`config.mk`:
```
export PLATFORM = sky130hd
export DESIGN_NAME = igsf_queue
export DESIGN_NICKNAME = d
export VERILOG_FILES = /design/src/rtl/igsf_pkg.sv /design/src/rtl/igsf_queue.sv
export SDC_FILE = /design/constraint.sdc
export NUM_CORES = 1
export LEC_CHECK = 0
export ABC_AREA = 1
export BUFFER_PORTS_ARGS = -buffer_cell sky130_fd_sc_hd__buf_4
export CAP_MARGIN = 15
export CORE_MARGIN = 2
export CORE_UTILIZATION = 53
export DETAILED_ROUTE_END_ITERATION = 8
export HOLD_SLACK_MARGIN = 0.1
export PLACE_DENSITY = 0.79
export SLEW_MARGIN = 10
export SYNTH_ARGS = -nofsm -noshare
export SYNTH_HDL_FRONTEND = slang
export SYNTH_SLANG_ARGS = --single-unit
```
`constraint.sdc`:
```
create_clock -name clk -period 5.85 [get_ports clk]
set_input_delay 0.8775 -clock clk [delete_from_list [all_inputs] [get_ports clk]]
set_output_delay 0.8775 -clock clk [all_outputs]
set_load 0.01 [all_outputs]
```
`src/rtl/igsf_pkg.sv`:
```
// ----------------------------------------------------------------------------
// igsf_pkg
// Shared types and constants of the IMU gravity split filter.
// ----------------------------------------------------------------------------
package igsf_pkg;

  localparam int FILTER_FRACTION_BITS = 16;
  localparam int GRAV_W               = FILTER_FRACTION_BITS + 14;
  localparam int ACCEL_SAT            = 6144;
  localparam int ROUND_HALF           = 32768;
  localparam int QUEUE_DEPTH          = 2;
  localparam int QPTR_W               = (QUEUE_DEPTH > 1) ? $clog2(QUEUE_DEPTH) : 1;
  localparam int QCNT_W               = $clog2(QUEUE_DEPTH + 1);
  localparam int PADDR_W              = 4;

  typedef enum logic [1:0] {
    REG_SMOOTHING = 2'd0,
    REG_LIMIT     = 2'd1,
    REG_GAIN      = 2'd2
  } reg_index_t;

  typedef struct packed {
    logic [15:0] smoothing_factor;
    logic [14:0] accel_limit;
    logic [15:0] rate_gain;
  } cfg_t;

  typedef struct packed {
    logic [2:0][13:0] accel;
    logic [2:0][15:0] omega;
  } frame_t;

endpackage

```
`src/rtl/igsf_queue.sv`:
```
// ----------------------------------------------------------------------------
// igsf_queue
// Short frame queue between the classifier and the filter stage.
// ----------------------------------------------------------------------------
module igsf_queue (
  input  logic             clk,
  input  logic             rst,
  input  logic             push,
  input  igsf_pkg::frame_t frame_in,
  input  logic             pop,
  output igsf_pkg::frame_t frame_out,
  output logic             full,
  output logic             empty
);
  import igsf_pkg::*;

  frame_t              entries [QUEUE_DEPTH];
  logic [QPTR_W-1:0]   wr_ptr;
  logic [QPTR_W-1:0]   rd_ptr;
  logic [QCNT_W-1:0]   count;

  function automatic logic [QPTR_W-1:0] ptr_inc(input logic [QPTR_W-1:0] p);
    return (p == QPTR_W'(QUEUE_DEPTH - 1)) ? '0 : p + 1'b1;
  endfunction

  assign full      = (count == QCNT_W'(QUEUE_DEPTH));
  assign empty     = (count == '0);
  assign frame_out = entries[rd_ptr];

  always_ff @(posedge clk) begin
    if (push) begin
      entries[wr_ptr] <= frame_in;
    end
  end

  always_ff @(posedge clk) begin
    if (rst) begin
      wr_ptr <= '0;
      rd_ptr <= '0;
      count  <= '0;
    end else begin
      if (push) begin
        wr_ptr <= ptr_inc(wr_ptr);
      end
      if (pop) begin
        rd_ptr <= ptr_inc(rd_ptr);
      end
      if (push && !pop) begin
        count <= count + 1'b1;
      end else if (pop && !push) begin
        count <= count - 1'b1;
      end
    end
  end

  a_count_bound: assert property (@(posedge clk) disable iff (rst)
    count <= QCNT_W'(QUEUE_DEPTH)) else $error("queue count over depth");

  a_no_pop_empty: assert property (@(posedge clk) disable iff (rst)
    pop |-> !empty) else $error("pop from empty queue");

  a_count_up: assert property (@(posedge clk) disable iff (rst)
    (push && !pop) |=> (count == $past(count) + 1'b1)) else $error("count did not advance");

endmodule

```
==> impl_results.rst <==
.. list-table::
   :header-rows: 1

   * - Metric
     - Value
   * - Sequential cell area fraction in the yosys report
     - 0.767
   * - Worst slack at placement
     - 2.68 ns
   * - IO Count
     - 186
   * - Average cell area after synthesis
     - 22.9 µm²
   * - Overflow left after global routing
     - 0
   * - CTS tree
     - done
   * - Die span in x
     - 120 µm
   * - Final cell count without fillers
     - 699
   * - Setup tns final
     - 0 ns
   * - Power Density
     - 338 mW/mm²
   * - Count of cells resized by post-cts repair
     - 0
   * - Relative slew slack
     - 0.233
   * - Largest voltage drop on the vdd net
     - 0.246 mV
   * - Count of final setup violators
     - 0
   * - Final Wtd Congestion
     - 0.708
   * - Pin slew with the least headroom to its limit
     - 1.15 ns
   * - Row Count
     - 42
   * - Required time at the worst-slack endpoint
     - 4.97 ns
   * - Final setup slack of the worst path
     - 2.30 ns
   * - Achievable clock frequency
     - 282 MHz
   * - Arr. time, crit path
     - 2.67 ns
   * - Largest buffer count on any clock path
     - 2
   * - Inserted Clock Buffers
     - 17
   * - Average vias per placed instance
     - 5.00
   * - Placed cell areas
     - 0.00866 mm²
   * - GRT Resource Usage Total
     - 0.173
   * - Antenna violations before repair
     - 0
   * - Post-CTS Setup Inserts
     - 0
   * - Share of synthesized flip-flops with an asynchronous set or reset
     - 0
   * - Drt initial violations
     - 217
   * - Routed wire length per instance
     - 17.9 µm
   * - Max-slew violations
     - 0
   * - Fraction of layout instances using a drive strength above 1
     - 0.589
   * - Global-route wire length before repair
     - 18500 µm
   * - Number of nets in the layout
     - 607
   * - Most used DFF post-synth
     - sky130_fd_sc_hd__edfxtp_1
   * - Unrepaired setup endpoints after global routing
     - false
   * - Diode insertion count for antenna repair
     - 0
   * - Overall Power
     - 3.13 mW
   * - Number of buffers inserted by hold repair at cts
     - 0
   * - Layout area overhead
     - 29.1%
   * - Setup crit start kind
     - register
   * - Core Util, Final
     - 0.700
   * - Later-pin clock latency in the skew report
     - 0.41 ns
   * - Number of nets still failing antenna checks after routing
     - 0
   * - # Max-Cap Violations
     - 0
   * - Effective utilization at floorplan
     - 0.542
   * - Highest net fanout along the worst path
     - 60
   * - Cell depth of the worst hold path
     - 2
   * - TritonCTS sink count
     - 185
   * - H-tree Lvls
     - 4
   * - Type of destination of the critical path
     - output port
   * - Largest net degree at the start of global routing
     - 61
   * - Number of search-and-repair iterations in the first detailed-routing pass
     - 4
   * - Die Height
     - 120 µm
   * - Summed area of non-filler cells in the final layout
     - 0.00927 mm²
   * - Post-route clock period utilization
     - 0.607
   * - Residual DRC
     - 0
   * - Area of the mapped netlist
     - 0.00717 mm²
   * - Final Hold Vio Count
     - 0
   * - Logic depth of the worst register-to-register path
     - 3
   * - Number of vias in the routed layout
     - 3498
   * - Estimated wirelength of the detail-placed design
     - 8410 µm
   * - Flip-flop and latch count after synthesis
     - 185
   * - Result of the run
     - completed
   * - Clock Skews
     - 0.00642 ns
   * - Post-synth cell types
     - 15
   * - Class of the tightest hold or removal check
     - reg -> reg
   * - Master cell of the clock root buffer
     - sky130_fd_sc_hd__clkbuf_16
   * - Clock transition at the registers of the reported paths
     - 0.06 ns
   * - Final critical-path required period
     - 3.55 ns
   * - Post-detailed-routing wire length
     - 12500 µm
   * - Category of the most critical setup path
     - reg -> out
   * - Number of global-route vias before repair
     - 3644
   * - Number of flops mapped to enable cells by yosys
     - 180
   * - Count of placed standard cells including taps
     - 669
   * - Gate Count Post-Synth
     - 313
   * - Syn nets
     - 408
   * - Synthesis warning total
     - 0
   * - Total Die Area
     - 0.0145 mm²
   * - Core Footprint
     - 0.0132 mm²
   * - Worst slack on hold paths
     - 0.548 ns
   * - Leakage power
     - 3.71 nW
   * - Input/output buffers
     - 185
[worst max-delay path, stage by stage, from the launching register on]
cell	delay (ns)
sky130_fd_sc_hd__dfxtp_4	1.09
sky130_fd_sc_hd__buf_4	0.65
sky130_fd_sc_hd__mux2_4	0.36
sky130_fd_sc_hd__buf_4	0.15
[logic make-up (layout without fill, tap and decap cells)]
family,after synthesis,count (layout),synth area share
AO/OA/AOI/OAI,2,2,0.00139
XOR/XNOR,1,1,0.00122
adder cells (fa/ha/maj),1,1,0.00174
buffers and inverters,19,229,0.0314
flip-flops,185,185,0.767
multiplexers,90,90,0.188
AND/OR/NAND/NOR,15,15,0.00855
[cells in the final DEF, fill, tap and decap left out, types with 3 or more instances in the layout]
master	synthesis	final
sky130_fd_sc_hd__buf_4	0	189
sky130_fd_sc_hd__edfxtp_1	180	180
sky130_fd_sc_hd__mux2_4	90	90
sky130_fd_sc_hd__clkbuf_16	0	17
sky130_fd_sc_hd__inv_1	9	8
sky130_fd_sc_hd__nor2_1	7	6
sky130_fd_sc_hd__nand2_1	5	5
sky130_fd_sc_hd__clkinv_1	0	5
sky130_fd_sc_hd__bufinv_16	0	5
sky130_fd_sc_hd__dfxtp_1	5	4
sky130_fd_sc_hd__clkinv_2	0	3
[registers in the layout, summed over array words and instances (netlist names), named ones only]
name     cells
count        2
rd_ptr       1
entries    180
wr_ptr       1
[layout make-up]
class,count,area [µm²]
Tap cell,176,220
Inverter,9,36.3
Sequential cell,185,5510
Clock inverter,13,184
Fill cell,879,3980
Clock buffer,17,425
Timing Repair Buffer,190,1440
Multi-Input combinational cell,109,1450
[cells in the mapped netlist (5+ instances only)]
cell type,n,area (µm²)
sky130_fd_sc_hd__mux2_4,90,1350
sky130_fd_sc_hd__inv_1,9,33.8
sky130_fd_sc_hd__buf_12,9,180
sky130_fd_sc_hd__edfxtp_1,180,5410
sky130_fd_sc_hd__nand2_1,5,18.8
sky130_fd_sc_hd__nor2_1,7,26.3
sky130_fd_sc_hd__dfxtp_1,5,100
[worst paths after layout]
| path | from | end | slack, ns |
|---|---|---|---|
| min | rd_ptr | register | 0.55 |
| max | register | frame_out[82] | 2.30 |
| min reg2reg | rd_ptr | register | 0.55 |
| max reg2reg | wr_ptr | entries[1][22] | 3.86 |
[layer usage]
metal  share of wire  vias up  GRT usage
met3           0.082       16     0.0552
met4           0.017        0     0.0763
met5               0        -          0
met2            0.51      135      0.291
met1            0.39     1730      0.207
li1                -     1617          -
[power breakdown]
part	internal [mW]	switching, mW	leakage, nW
registers	1.53	0.0415	1.73
logic	0.231	0.151	1.68
clock network	0.743	0.431	0.300
Power figures use the tool's default switching activity.
