===== src/rtl/igsf_pkg.sv =====
// ----------------------------------------------------------------------------
// igsf_pkg
// Shared types and constants of the IMU gravity split filter.
// ----------------------------------------------------------------------------
package igsf_pkg;

  localparam int FILTER_FRACTION_BITS = 16;
  localparam int GRAV_W               = FILTER_FRACTION_BITS + 14;
  localparam int ACCEL_SAT            = 6144;
  localparam int ROUND_HALF           = 32768;
  localparam int QUEUE_DEPTH          = 2;
  localparam int QPTR_W               = (QUEUE_DEPTH > 1) ? $clog2(QUEUE_DEPTH) : 1;
  localparam int QCNT_W               = $clog2(QUEUE_DEPTH + 1);
  localparam int PADDR_W              = 4;

  typedef enum logic [1:0] {
    REG_SMOOTHING = 2'd0,
    REG_LIMIT     = 2'd1,
    REG_GAIN      = 2'd2
  } reg_index_t;

  typedef struct packed {
    logic [15:0] smoothing_factor;
    logic [14:0] accel_limit;
    logic [15:0] rate_gain;
  } cfg_t;

  typedef struct packed {
    logic [2:0][13:0] accel;
    logic [2:0][15:0] omega;
  } frame_t;

endpackage


===== src/rtl/igsf_front.sv =====
// ----------------------------------------------------------------------------
// igsf_front
// Accepts sensor frames, applies read-fail hold, limit check, saturation and
// rate scaling, and pushes the classified frame into the queue.
// ----------------------------------------------------------------------------
module igsf_front (
  input  logic               clk,
  input  logic               rst,
  input  igsf_pkg::cfg_t     cfg,
  input  logic               in_valid,
  output logic               in_ready,
  input  logic               read_ok,
  input  logic signed [15:0] accel_x_sample,
  input  logic signed [15:0] accel_y_sample,
  input  logic signed [15:0] accel_z_sample,
  input  logic signed [15:0] rate_x_raw,
  input  logic signed [15:0] rate_y_raw,
  input  logic signed [15:0] rate_z_raw,
  input  logic               queue_full,
  output logic               push,
  output igsf_pkg::frame_t   frame
);
  import igsf_pkg::*;

  logic signed [15:0] accel_raw  [3];
  logic signed [15:0] rate_raw   [3];
  logic signed [13:0] held_accel [3];
  logic signed [15:0] held_omega [3];
  logic signed [13:0] accel_sel  [3];
  logic signed [15:0] omega_sel  [3];
  logic signed [16:0] accel_ext  [3];
  logic signed [32:0] rate_prod  [3];
  logic signed [16:0] limit_ext;

  assign accel_raw[0] = accel_x_sample;
  assign accel_raw[1] = accel_y_sample;
  assign accel_raw[2] = accel_z_sample;
  assign rate_raw[0]  = rate_x_raw;
  assign rate_raw[1]  = rate_y_raw;
  assign rate_raw[2]  = rate_z_raw;

  assign in_ready  = !queue_full;
  assign push      = in_valid && in_ready;
  assign limit_ext = $signed({2'b00, cfg.accel_limit});

  always_comb begin
    for (int i = 0; i < 3; i++) begin
      accel_ext[i] = {accel_raw[i][15], accel_raw[i]};
      accel_sel[i] = held_accel[i];
      if (read_ok && (accel_ext[i] <= limit_ext) && (accel_ext[i] >= -limit_ext)) begin
        if (accel_ext[i] > 17'(ACCEL_SAT)) begin
          accel_sel[i] = 14'(ACCEL_SAT);
        end else if (accel_ext[i] < -17'(ACCEL_SAT)) begin
          accel_sel[i] = -14'(ACCEL_SAT);
        end else begin
          accel_sel[i] = accel_ext[i][13:0];
        end
      end
      rate_prod[i] = rate_raw[i] * $signed({1'b0, cfg.rate_gain}) + 33'sd32768;
      omega_sel[i] = read_ok ? rate_prod[i][31:16] : held_omega[i];
      frame.accel[i] = accel_sel[i];
      frame.omega[i] = omega_sel[i];
    end
  end

  always_ff @(posedge clk) begin
    if (rst) begin
      for (int i = 0; i < 3; i++) begin
        held_accel[i] <= '0;
        held_omega[i] <= '0;
      end
    end else if (push) begin
      for (int i = 0; i < 3; i++) begin
        held_accel[i] <= accel_sel[i];
        held_omega[i] <= omega_sel[i];
      end
    end
  end

endmodule


===== config.mk =====
export PLATFORM = sky130hd
export DESIGN_NAME = igsf_front
export DESIGN_NICKNAME = d
export VERILOG_FILES = /design/src/rtl/igsf_pkg.sv /design/src/rtl/igsf_front.sv
export SDC_FILE = /design/constraint.sdc
export NUM_CORES = 2
export LEC_CHECK = 0
export ABC_AREA = 1
export BUFFER_PORTS_ARGS = -buffer_cell sky130_fd_sc_hd__buf_2
export CORE_MARGIN = 5
export CORE_UTILIZATION = 35
export CTS_CLUSTER_SIZE = 20
export DETAILED_ROUTE_END_ITERATION = 7
export SYNTH_ARGS = -nofsm -noshare
export SYNTH_HDL_FRONTEND = slang
export SYNTH_SLANG_ARGS = --single-unit

===== constraint.sdc =====
create_clock -name clk -period 20.6 [get_ports clk]
set_input_delay 6.18 -clock clk [delete_from_list [all_inputs] [get_ports clk]]
set_output_delay 6.18 -clock clk [all_outputs]
set_load 0.02 [all_outputs]

==> flow_summary.html <==
<table>
<tr><th>Metric</th><th>Value</th></tr>
<tr><th colspan="2">Outcome</th></tr>
<tr><td>Status</td><td>completed</td></tr>
<tr><th colspan="2">Worst setup path</th></tr>
<tr><td>Critical Path Fanout Max</td><td>30</td></tr>
<tr><td>CP delay by family, top</td><td>adder cells</td></tr>
<tr><td>Crit path largest cell delay</td><td>0.65 ns</td></tr>
<tr><td>Kind of critical path</td><td>input pin to output pin</td></tr>
<tr><td>Data required time of the critical path</td><td>14.42 ns</td></tr>
<tr><td>Kind of launch point of the worst setup path</td><td>input pin</td></tr>
<tr><td>Sum of buffers and inverters on the critical path</td><td>11</td></tr>
<tr><td>Top cell by count, worst path</td><td>sky130_fd_sc_hd__inv_1</td></tr>
<tr><td>CP arrival</td><td>12.50 ns</td></tr>
<tr><td>Critical path capture point type</td><td>output pin</td></tr>
<tr><td>Slowest CP cell</td><td>sky130_fd_sc_hd__buf_2</td></tr>
<tr><th colspan="2">Final layout</th></tr>
<tr><td>Share of post-route cells with drive strength above 1</td><td>0.0681</td></tr>
<tr><td>Layout overhead on the synthesized area</td><td>7.18%</td></tr>
<tr><td>Post-layout nets</td><td>6301</td></tr>
<tr><td>Final design instance area without fill</td><td>38600 um^2</td></tr>
<tr><th colspan="2">Floorplan</th></tr>
<tr><td>Core box area</td><td>102000 um^2</td></tr>
<tr><td>Number of placement rows</td><td>117</td></tr>
<tr><td>Die Span Y</td><td>331 um</td></tr>
<tr><td>I/O pins</td><td>240</td></tr>
<tr><td>X dimension of the die</td><td>331 um</td></tr>
<tr><td>Area of the die</td><td>109000 um^2</td></tr>
<tr><td>Initial Util</td><td>0.353</td></tr>
<tr><th colspan="2">STA</th></tr>
<tr><td>Maximum clock frequency</td><td>53.5 MHz</td></tr>
<tr><td>Fin. max-slew vios</td><td>0</td></tr>
<tr><td>Worst-case headroom to the max-slew limit</td><td>0.296</td></tr>
<tr><td>Final worst setup slack</td><td>1.92 ns</td></tr>
<tr><td>Final setup fails</td><td>0</td></tr>
<tr><td>Actual slew at the worst max-slew pin</td><td>1.04 ns</td></tr>
<tr><td>Setup repair after global routing missed its margin</td><td>false</td></tr>
<tr><td>Worst-case clock skew</td><td>0 ns</td></tr>
<tr><td>Worst hold slack after final layout</td><td>0.612 ns</td></tr>
<tr><td>Post-layout min period</td><td>18.68 ns</td></tr>
<tr><td>Count of final hold-check violations</td><td>0</td></tr>
<tr><td>Final setup TNS</td><td>0 ns</td></tr>
<tr><td>Final critical-path share of the clock period</td><td>0.907</td></tr>
<tr><th colspan="2">Clock tree</th></tr>
<tr><td>H-tree levels</td><td>3</td></tr>
<tr><td>Clock-pin transition on the worst setup and hold timing paths</td><td>0.07 ns</td></tr>
<tr><td>Number of buffers between clock root and the deepest sink</td><td>2</td></tr>
<tr><td>Clock buffers created by TritonCTS</td><td>9</td></tr>
<tr><td>Clock sink count</td><td>90</td></tr>
<tr><td>TritonCTS clock tree</td><td>built</td></tr>
<tr><td>Clk Latency, worst-skew pair</td><td>0.36 ns</td></tr>
<tr><td>Post-CTS resize count</td><td>0</td></tr>
<tr><td>Setup Fix Bufs, Post-CTS</td><td>0</td></tr>
<tr><td>Cts-stage hold buffer count</td><td>0</td></tr>
<tr><td>Clock Root Buffer</td><td>sky130_fd_sc_hd__clkbuf_16</td></tr>
<tr><th colspan="2">Global route</th></tr>
<tr><td>Vias in the first global route</td><td>30732</td></tr>
<tr><td>Total congestion overflow after global routing</td><td>0</td></tr>
<tr><td>Initial antenna violation count</td><td>9</td></tr>
<tr><td>Pin count of the biggest net entering global routing</td><td>93</td></tr>
<tr><td>Global-route wire length before repair</td><td>164000 um</td></tr>
<tr><td>Overall routing resource usage</td><td>0.187</td></tr>
<tr><th colspan="2">Run</th></tr>
<tr><td>Maximum capacitance violations</td><td>0</td></tr>
<tr><th colspan="2">Logic synthesis</th></tr>
<tr><td>Top cells by instance count after synthesis</td><td>sky130_fd_sc_hd__inv_1, sky130_fd_sc_hd__nand2_1, sky130_fd_sc_hd__fa_1</td></tr>
<tr><td>Area share of the largest cell type after synthesis</td><td>0.322</td></tr>
<tr><td>Share of flip-flops with an asynchronous set or reset</td><td>0</td></tr>
<tr><td>Post-synthesis cell type count</td><td>38</td></tr>
<tr><td>Largest area contributor in the synthesized netlist</td><td>sky130_fd_sc_hd__fa_1</td></tr>
<tr><td>Post-Syn Area per Cell</td><td>7.10 um^2</td></tr>
<tr><td>Cells taking the most area after synthesis</td><td>sky130_fd_sc_hd__fa_1, sky130_fd_sc_hd__ha_1, sky130_fd_sc_hd__inv_1</td></tr>
<tr><td>Most common cell in the netlist</td><td>sky130_fd_sc_hd__inv_1</td></tr>
<tr><td>Mapped cell area</td><td>36000 um^2</td></tr>
<tr><td>Synth Warn #</td><td>0</td></tr>
<tr><td>Share of the yosys chip area belonging to registers</td><td>0.0751</td></tr>
<tr><td>Number of storage elements in the synthesis netlist</td><td>90</td></tr>
<tr><td>Cell count after synthesis</td><td>5072</td></tr>
<tr><td>Top_reg_cell synth</td><td>sky130_fd_sc_hd__edfxtp_1</td></tr>
<tr><td>Post-synthesis net count</td><td>6241</td></tr>
<tr><td>Number of enable-type register cells in the synthesized netlist</td><td>90</td></tr>
<tr><th colspan="2">Hold path</th></tr>
<tr><td>Tightest Hold Check Type</td><td>flop to flop</td></tr>
<tr><th colspan="2">Drt</th></tr>
<tr><td>Vias</td><td>30261</td></tr>
<tr><td>First DRT Iteration DRCs</td><td>1902</td></tr>
<tr><td>Remaining number of nets flagged by the antenna check after routing</td><td>0</td></tr>
<tr><td>Post-route DRC</td><td>0</td></tr>
<tr><td>Per-cell routed wire length</td><td>15.2 um</td></tr>
<tr><td>Via density per instance</td><td>4.65</td></tr>
<tr><td>Detailed Route WL</td><td>99300 um</td></tr>
<tr><td>Detailed Routing Iterations Pass 1</td><td>7</td></tr>
<tr><th colspan="2">Placed design</th></tr>
<tr><td>Detail Placement HPWL</td><td>83500 um</td></tr>
<tr><td>Buffers added on ports</td><td>223</td></tr>
<tr><td>Dpl ws</td><td>1.97 ns</td></tr>
<tr><td>Cell area reported after detailed placement</td><td>38200 um^2</td></tr>
<tr><td>Final weighted congestion of routability-driven global placement</td><td>0.943</td></tr>
</table>
==> area by class of cell <==
cell class / count / area [um^2]
repair buffers: 254 / 1350
multi-input cells: 3322 / 27000
fillers: 10964 / 63300
clock buffers: 11 / 233
flip-flops and latches: 90 / 2700
inverters: 1455 / 5460
diodes: 6 / 15.0
well taps: 1368 / 1710
clock inverters: 5 / 87.6
==> stage by stage <==
step / instances / util
after global routing: 6506 / 0.378
after detailed placement: 6489 / 0.375
after floorplan: 5072 / -
after global placement: 6489 / 0.375
final: 6511 / 0.379
after CTS: 6505 / 0.378
==> cells in the final DEF (no fill, tap or decap), types with 7 or more instances in the layout <==
cell type and n:
sky130_fd_sc_hd__o21a_1 9, sky130_fd_sc_hd__buf_4 31, sky130_fd_sc_hd__nor2_1 280, sky130_fd_sc_hd__fa_1 579
sky130_fd_sc_hd__nor3_1 27, sky130_fd_sc_hd__a21oi_1 136, sky130_fd_sc_hd__buf_2 223, sky130_fd_sc_hd__inv_1 1449
sky130_fd_sc_hd__nor4_1 13, sky130_fd_sc_hd__a31oi_1 7, sky130_fd_sc_hd__clkbuf_16 9, sky130_fd_sc_hd__nand4_1 39
sky130_fd_sc_hd__xor2_1 19, sky130_fd_sc_hd__nand2_2 22, sky130_fd_sc_hd__nor2_2 13, sky130_fd_sc_hd__nand3_1 200
sky130_fd_sc_hd__edfxtp_1 90, sky130_fd_sc_hd__or2_2 31, sky130_fd_sc_hd__nand2_1 1372, sky130_fd_sc_hd__ha_1 442
sky130_fd_sc_hd__o21bai_1 13, sky130_fd_sc_hd__o21ai_0 79, sky130_fd_sc_hd__xnor2_1 9
==> registers in the layout (all words and copies together), names as in the netlist <==
name and cells:
held_omega 48, held_accel 42
==> path summary, 6_finish.rpt <==
check / slack, ns / startpoint / to / depth (start not counted)
setup reg to reg: 19.55 / held_omega[0][40] / held_omega[0][40] / 3
setup / recovery: 1.92 / cfg[6] / frame[15] / 28
hold reg to reg: 0.61 / held_omega[0][18] / held_omega[0][18] / 2
hold / removal: 0.61 / held_omega[0][18] / held_omega[0][18] / 2
==> tightest hold or removal path, cell delays in order, from the launching register on <==
cell	delay [ns]
sky130_fd_sc_hd__edfxtp_1	0.32
sky130_fd_sc_hd__o21ai_0	0.09
sky130_fd_sc_hd__nor2_1	0.09
==> logic make-up (layout without fill, tap and decap cells) <==
group | count (synthesis) | after routing | synth area share
flops | 90 | 90 | 0.0751
buf+inv | 1660 | 1725 | 0.175
other cells | 0 | 6 | 0
compound gates | 258 | 258 | 0.0391
fa+ha+maj | 1021 | 1021 | 0.476
simple gates | 2015 | 2015 | 0.228
xor+xnor | 28 | 28 | 0.00681
==> layer usage <==
metal	GRT usage	vias up	part of all wire
li1	-	14873	-
met1	0.268	14552	0.47
met2	0.304	717	0.45
met3	0.0218	115	0.056
met4	0.0418	4	0.023
met5	0	-	0.00027
Power is not shown: default switching activity piles up to over one toggle a cycle in this logic, so the estimate is an artifact.
